===== config.mk =====
export PLATFORM = sky130hd
export DESIGN_NAME = fct_ctrl
export DESIGN_NICKNAME = d
export VERILOG_FILES = /design/src/fct_pkg.sv /design/src/fct_ctrl.sv
export SDC_FILE = /design/constraint.sdc
export NUM_CORES = 1
export LEC_CHECK = 0
export ABC_AREA = 1
export BUFFER_PORTS_ARGS = -buffer_cell sky130_fd_sc_hd__buf_2
export CORE_MARGIN = 1.5
export CORE_UTILIZATION = 35
export DETAILED_ROUTE_END_ITERATION = 10
export PLACE_DENSITY = 0.71
export SLEW_MARGIN = 5
export SYNTH_ARGS = -nofsm -noshare
export SYNTH_HDL_FRONTEND = slang
export SYNTH_SLANG_ARGS = --single-unit

===== constraint.sdc =====
create_clock -name clk -period 3.7 [get_ports clk]
set_clock_uncertainty 0.05 [all_clocks]
set_input_delay 0.37 -clock clk [delete_from_list [all_inputs] [get_ports clk]]
set_output_delay 0.37 -clock clk [all_outputs]
set_load 0.02 [all_outputs]

===== src/fct_pkg.sv =====
`timescale 1ns / 1ps
package fct_pkg;
	localparam int CONTEXTS = 64;
	localparam int BUCKETS = 512;
	localparam logic [63:0] HASH_MUL = 64'd11400714819323198485;
	localparam logic [31:0] HASH_MUL_LO = HASH_MUL[31:0];
	localparam logic [31:0] HASH_MUL_HI = HASH_MUL[63:32];
	localparam int HASH_SHIFT = 55;
	localparam logic [1:0] FUNC_OBSERVE = 2'd0;
	localparam logic [1:0] FUNC_RELEASE = 2'd1;
	localparam logic [1:0] FUNC_FLUSH = 2'd2;
	localparam logic [1:0] FUNC_UNUSED = 2'd3;
	localparam logic REG_IDLE_TIMEOUT = 1'b0;
	localparam logic REG_BYTE_BUDGET = 1'b1;
	localparam logic [31:0] IDLE_TIMEOUT_RESET = 32'd300000000;
	localparam logic [15:0] BYTE_BUDGET_RESET = 16'd4096;

	// record of one table entry
	typedef struct packed {
		logic [63:0] flow_id;
		logic [62:0] last_seen;
		logic [15:0] length;
		logic        clipped;
		logic [63:0] order;
	} entry_t;

	// controller to datapath
	typedef struct packed {
		logic load;
		logic scan_clear;
		logic scan_step;
		logic hash_step;
		logic find_step;
		logic recl_step;
		logic evict_old;
		logic commit;
		logic release_hit;
		logic flush;
		logic res_load;
	} cmd_t;

	// datapath to controller
	typedef struct packed {
		logic scan_last;
		logic hit;
		logic full;
		logic free_found;
		logic old_found;
	} sts_t;
endpackage


===== src/fct_ctrl.sv =====
`timescale 1ns / 1ps
module fct_ctrl (
	input  logic          clk,
	input  logic          arst_n,
	input  logic          in_valid,
	output logic          in_stall,
	input  logic [1:0]    func,
	input  logic [15:0]   byte_count,
	output logic          out_valid,
	input  logic          out_stall,
	output fct_pkg::cmd_t cmd,
	input  fct_pkg::sts_t sts
);
	localparam logic [3:0] S_IDLE = 4'd0;
	localparam logic [3:0] S_FIND = 4'd1;
	localparam logic [3:0] S_HASH = 4'd2;
	localparam logic [3:0] S_RECL = 4'd3;
	localparam logic [3:0] S_OLD  = 4'd4;
	localparam logic [3:0] S_FREE = 4'd5;
	localparam logic [3:0] S_DONE = 4'd6;
	localparam logic [3:0] S_HASHN = 4'd7;

	logic [3:0] state_q;
	logic [1:0] func_q;
	logic       res_pend;

	assign res_pend = out_valid && out_stall;
	assign in_stall = (state_q != S_IDLE) || res_pend;

	// sequencer over the entry walks
	always_ff @(posedge clk or negedge arst_n) begin
		if (!arst_n) begin
			state_q <= S_IDLE;
			out_valid <= 1'b0;
			func_q <= 2'd0;
		end else begin
			if (out_valid && !out_stall)
				out_valid <= 1'b0;
			unique case (state_q)
				S_IDLE: begin
					if (in_valid && !in_stall) begin
						func_q <= func;
						if (func == fct_pkg::FUNC_FLUSH || func == fct_pkg::FUNC_UNUSED ||
						    (func == fct_pkg::FUNC_OBSERVE && byte_count == 16'd0))
							state_q <= S_DONE;
						else
							state_q <= S_FIND;
					end
				end
				S_FIND: begin
					if (sts.hit || sts.scan_last) begin
						if (func_q == fct_pkg::FUNC_RELEASE || sts.hit)
							state_q <= S_DONE;
						else if (sts.full)
							state_q <= S_HASH;
						else
							state_q <= S_FREE;
					end
				end
				S_HASH: state_q <= S_HASHN;
				S_HASHN: state_q <= S_RECL;
				S_RECL: begin
					if (sts.scan_last)
						state_q <= S_OLD;
				end
				S_OLD: state_q <= S_FREE;
				S_FREE: begin
					if (!sts.full && (sts.free_found || sts.scan_last))
						state_q <= S_DONE;
					else if (sts.full)
						state_q <= S_DONE;
				end
				S_DONE: begin
					state_q <= S_IDLE;
					out_valid <= 1'b1;
				end
				default: state_q <= S_IDLE;
			endcase
		end
	end

	// command decode
	always_comb begin
		cmd = '0;
		unique case (state_q)
			S_IDLE: begin
				cmd.load = in_valid && !in_stall;
				cmd.scan_clear = 1'b1;
			end
			S_FIND: begin
				cmd.find_step = 1'b1;
				cmd.release_hit = func_q == fct_pkg::FUNC_RELEASE && sts.hit;
				cmd.scan_clear = sts.hit || sts.scan_last;
			end
			S_HASH, S_HASHN: begin
				cmd.hash_step = 1'b1;
				cmd.scan_clear = 1'b1;
			end
			S_RECL: begin
				cmd.recl_step = 1'b1;
				cmd.scan_clear = sts.scan_last;
			end
			S_OLD: begin
				cmd.evict_old = sts.full && sts.old_found;
				cmd.scan_clear = 1'b1;
			end
			S_FREE: begin
				cmd.scan_step = 1'b1;
				cmd.commit = !sts.full && sts.free_found;
			end
			S_DONE: begin
				cmd.flush = func_q == fct_pkg::FUNC_FLUSH;
				cmd.res_load = 1'b1;
			end
			default: cmd = '0;
		endcase
	end

`ifndef SYNTHESIS
	a_stall_busy: assert property (@(posedge clk) disable iff (!arst_n)
		state_q != S_IDLE |-> in_stall) else $error("accepted while busy");
	a_done_valid: assert property (@(posedge clk) disable iff (!arst_n)
		state_q == S_DONE |=> out_valid) else $error("result not shown");
	a_no_overrun: assert property (@(posedge clk) disable iff (!arst_n)
		state_q == S_DONE |-> !res_pend) else $error("result overwritten");
`endif
endmodule


==> reports/qor.yml <==
clocking:
  root_buffer: "clkbuf_4"
  htreeDepth: 1
  hold_buffers: 1
  cts_buffer_depth: 2
  post-cts-setup-buffer-count: 0
  clk_pin_slew_worst_paths_ps: 50
  cts_resized: 0
  cts_tree: "yes"
  cts.sinks: 6
  numCtsBuffers: 3
  clkLatencyLatePin_ps: 250
floorplanning:
  num_rows: 14
  die_area_sq_um: 1835
  die_width_um: 42.84
  initial_utilization_pct: 37.31
  core_sq_um: 1489
  dieHeight_um: 42.84
  io_pins: 40
setup_path:
  required_ps: 3280
  ff2ff_path_depth: 7
  cp.arrival_ps: 1720
  critPathCaptureType: "output pin"
  critPathLaunchType: "flip-flop"
  critical_path_class: "flip-flop to output pin"
  reg2reg_setup_slack_ps: 2160
  worstPathBufferInverterCount: 3
  crit_fanout: 8
  r2r_start: "state_q[2]$_DFFE_PN0P_"
  slowest_delay_ps: 530
  path_cells: "inv_1, nor3_1, inv_1, nor3_1, buf_2"
  critPathSlowestCell: "dfrtp_1"
  r2r_end: "state_q[2]$_DFFE_PN0P_"
  cp_top_family: "flip-flops"
yosys:
  synth_edf_count: 0
  synthesis.area_sq_um: 555.5
  synth_async_sr_flop_share_pct: 100.0
  synthCells: 94
  yosysTopAreaCell: "dfrtp_1"
  syn_avg_cell_area_sq_um: 5.910
  synth_cell_type_count: 18
  syn-num-nets: 121
  synth_top_cell_area_share_pct: 27.03
  ys.flop_type: "dfrtp_1"
  yosys-top-cells-area: "dfrtp_1 27%, nand2_1 24%, inv_1 8.1%"
  ys_ff_latch: 6
  yosys_warnings: 0
  seq_area_frac_synth_pct: 27.03
power:
  p_leak_nw: 0.4922
  p_per_area_nw_per_um2: 732.5
  ir_drop_v: 0.0002579
drt:
  drtIter0Drc: 11
  drc: 0
  drt_first_pass_iters: 3
  via_count: 713
  wire_per_inst_um: 10.18
  postRouteWirelength_um: 1537
  viasPerCell: 4.722
  antenna_left: 0
worst_hold_path:
  hold_path_end: "func_q[0]$_DFFE_PN0P_"
  whs_path_depth: 3
  min_path_type: "primary input to flip-flop"
  hp-start: "func[0]"
global_route:
  gr-usage-all-layers_pct: 18.68
  antenna_found_initial: 0
  grt_pass1_vias: 633
  gr-total-overflow: 0
  grt_pass1_wl_um: 2553
  grt_max_degree: 9
placement:
  dpl.hpwl_um: 1211
  placed_cells: 147
  gp_congestion: 0.8252
  portBuffers: 39
finish:
  layout-area-overhead-vs-synth_pct: 40.54
  layout-drive-gt1-share_pct: 36.30
  fin_cells: 151
  seq_area_sq_um: 150.1
  utilization_pct: 52.44
  multiInputGateArea_sq_um: 334.1
  final_cell_mix: "39 x buf_2, 35 x nand2_1, 12 x inv_1, 12 x nor2_1, 7 x nand3_1"
  antenna-diode-count: 0
  nFillCells: 154
  finish.net_count: 164
  mostFrequentLayoutCell: "buf_2"
timing:
  rsz0062_at_grt: "no"
  hold_viol_final: 0
  tns_ps: 0
  slew_headroom_pct: 73.94
  max_clock_freq_mhz: 467.8
  min_period_ps: 2138
  maxSlewViolCount: 0
  worstMarginPinSlew_ps: 388.0
  period_share_pct: 57.78
  final-setup-viol-count: 0
outcome:
  status: "completed"
flow_run:
  max_cap_viol_count: 0
-- stage by stage --
stage | setup slack (ps) | hold slack, ps | total power [mW] | area (sq um)
after floorplan | 1529 | 24.41 | 0.4229 | 555.5
after global placement | 1904 | 148.7 | 0.5017 | 748.2
after detailed placement | 1866 | 151.6 | 0.5056 | 748.2
after CTS | 1589 | 278.5 | 0.5703 | 780.7
after global routing | 1405 | 306.4 | 0.6268 | 780.7
final | 1562 | 281.8 | 0.5719 | 780.7
-- worst register-to-register path: cells and delay by family (launching register included) --
| family | cells | cell delay (ps) |
|---|---|---|
| flip-flops | 1 | 490 |
| AND/OR/NAND/NOR | 7 | 940 |
-- worst max-delay path by stage --
stage,from,endpoint,cells past startpoint
2_1_floorplan,state_q[2]$_DFFE_PN0P_,cmd[1],5
5_1_grt,state_q[1]$_DFFE_PN0P_,cmd[1],5
3_5_place_dp,state_q[1]$_DFFE_PN0P_,cmd[1],5
3_3_place_gp,state_q[1]$_DFFE_PN0P_,cmd[1],5
4_1_cts,state_q[1]$_DFFE_PN0P_,cmd[1],5
6_report,state_q[1]$_DFFE_PN0P_,cmd[1],5
-- layer usage --
metal  part of all wire [%]  global-route usage, %  routed length, um  vias to the layer above
li1                       -                      -                  -                      376
met1                     42                  21.32                653                      313
met2                     53                  31.21                809                       22
met3                    3.8                  4.681                 59                        2
met4                   0.91                  10.63                 14                        0
met5                      0                      0                  0                        -
-- flip-flops by register name, indices dropped and copies added, names as in the netlist --
| register | cells |
|---|---|
| func_q | 2 |
| out_valid | 1 |
| state_q | 3 |
-- cell type report --
class,count,area share [%]
Inverter,13,6.250
Timing Repair Buffer,40,26.28
Sequential cell,6,19.23
Clock buffer,3,2.885
Multi-Input combinational cell,73,42.79
Tap cell,16,2.564
-- synth_stat cells (2+ instances only) --
| library cell | count |
|---|---|
| nand2_1 | 35 |
| buf_6 | 2 |
| nor2_1 | 12 |
| nor3_1 | 5 |
| dfrtp_1 | 6 |
| inv_1 | 12 |
| o21ai_0 | 2 |
| nor2_2 | 3 |
| a21oi_1 | 2 |
| nand3_1 | 7 |
-- kinds of logic after synthesis --
family	after synthesis	synth area share [%]
AO/OA/AOI/OAI	6	6.081
buffers and inverters	15	12.84
AND/OR/NAND/NOR	67	54.06
flip-flops	6	27.03
-- where the power goes --
| group | switching (mW) | total (mW) | internal [mW] |
|---|---|---|---|
| sequential | 0.0507 | 0.149 | 0.0985 |
| combinational | 0.236 | 0.362 | 0.126 |
| clock | 0.0237 | 0.0604 | 0.0367 |
| total | 0.310 | 0.572 | 0.262 |
Note: power is estimated with default switching activity, not from simulation.
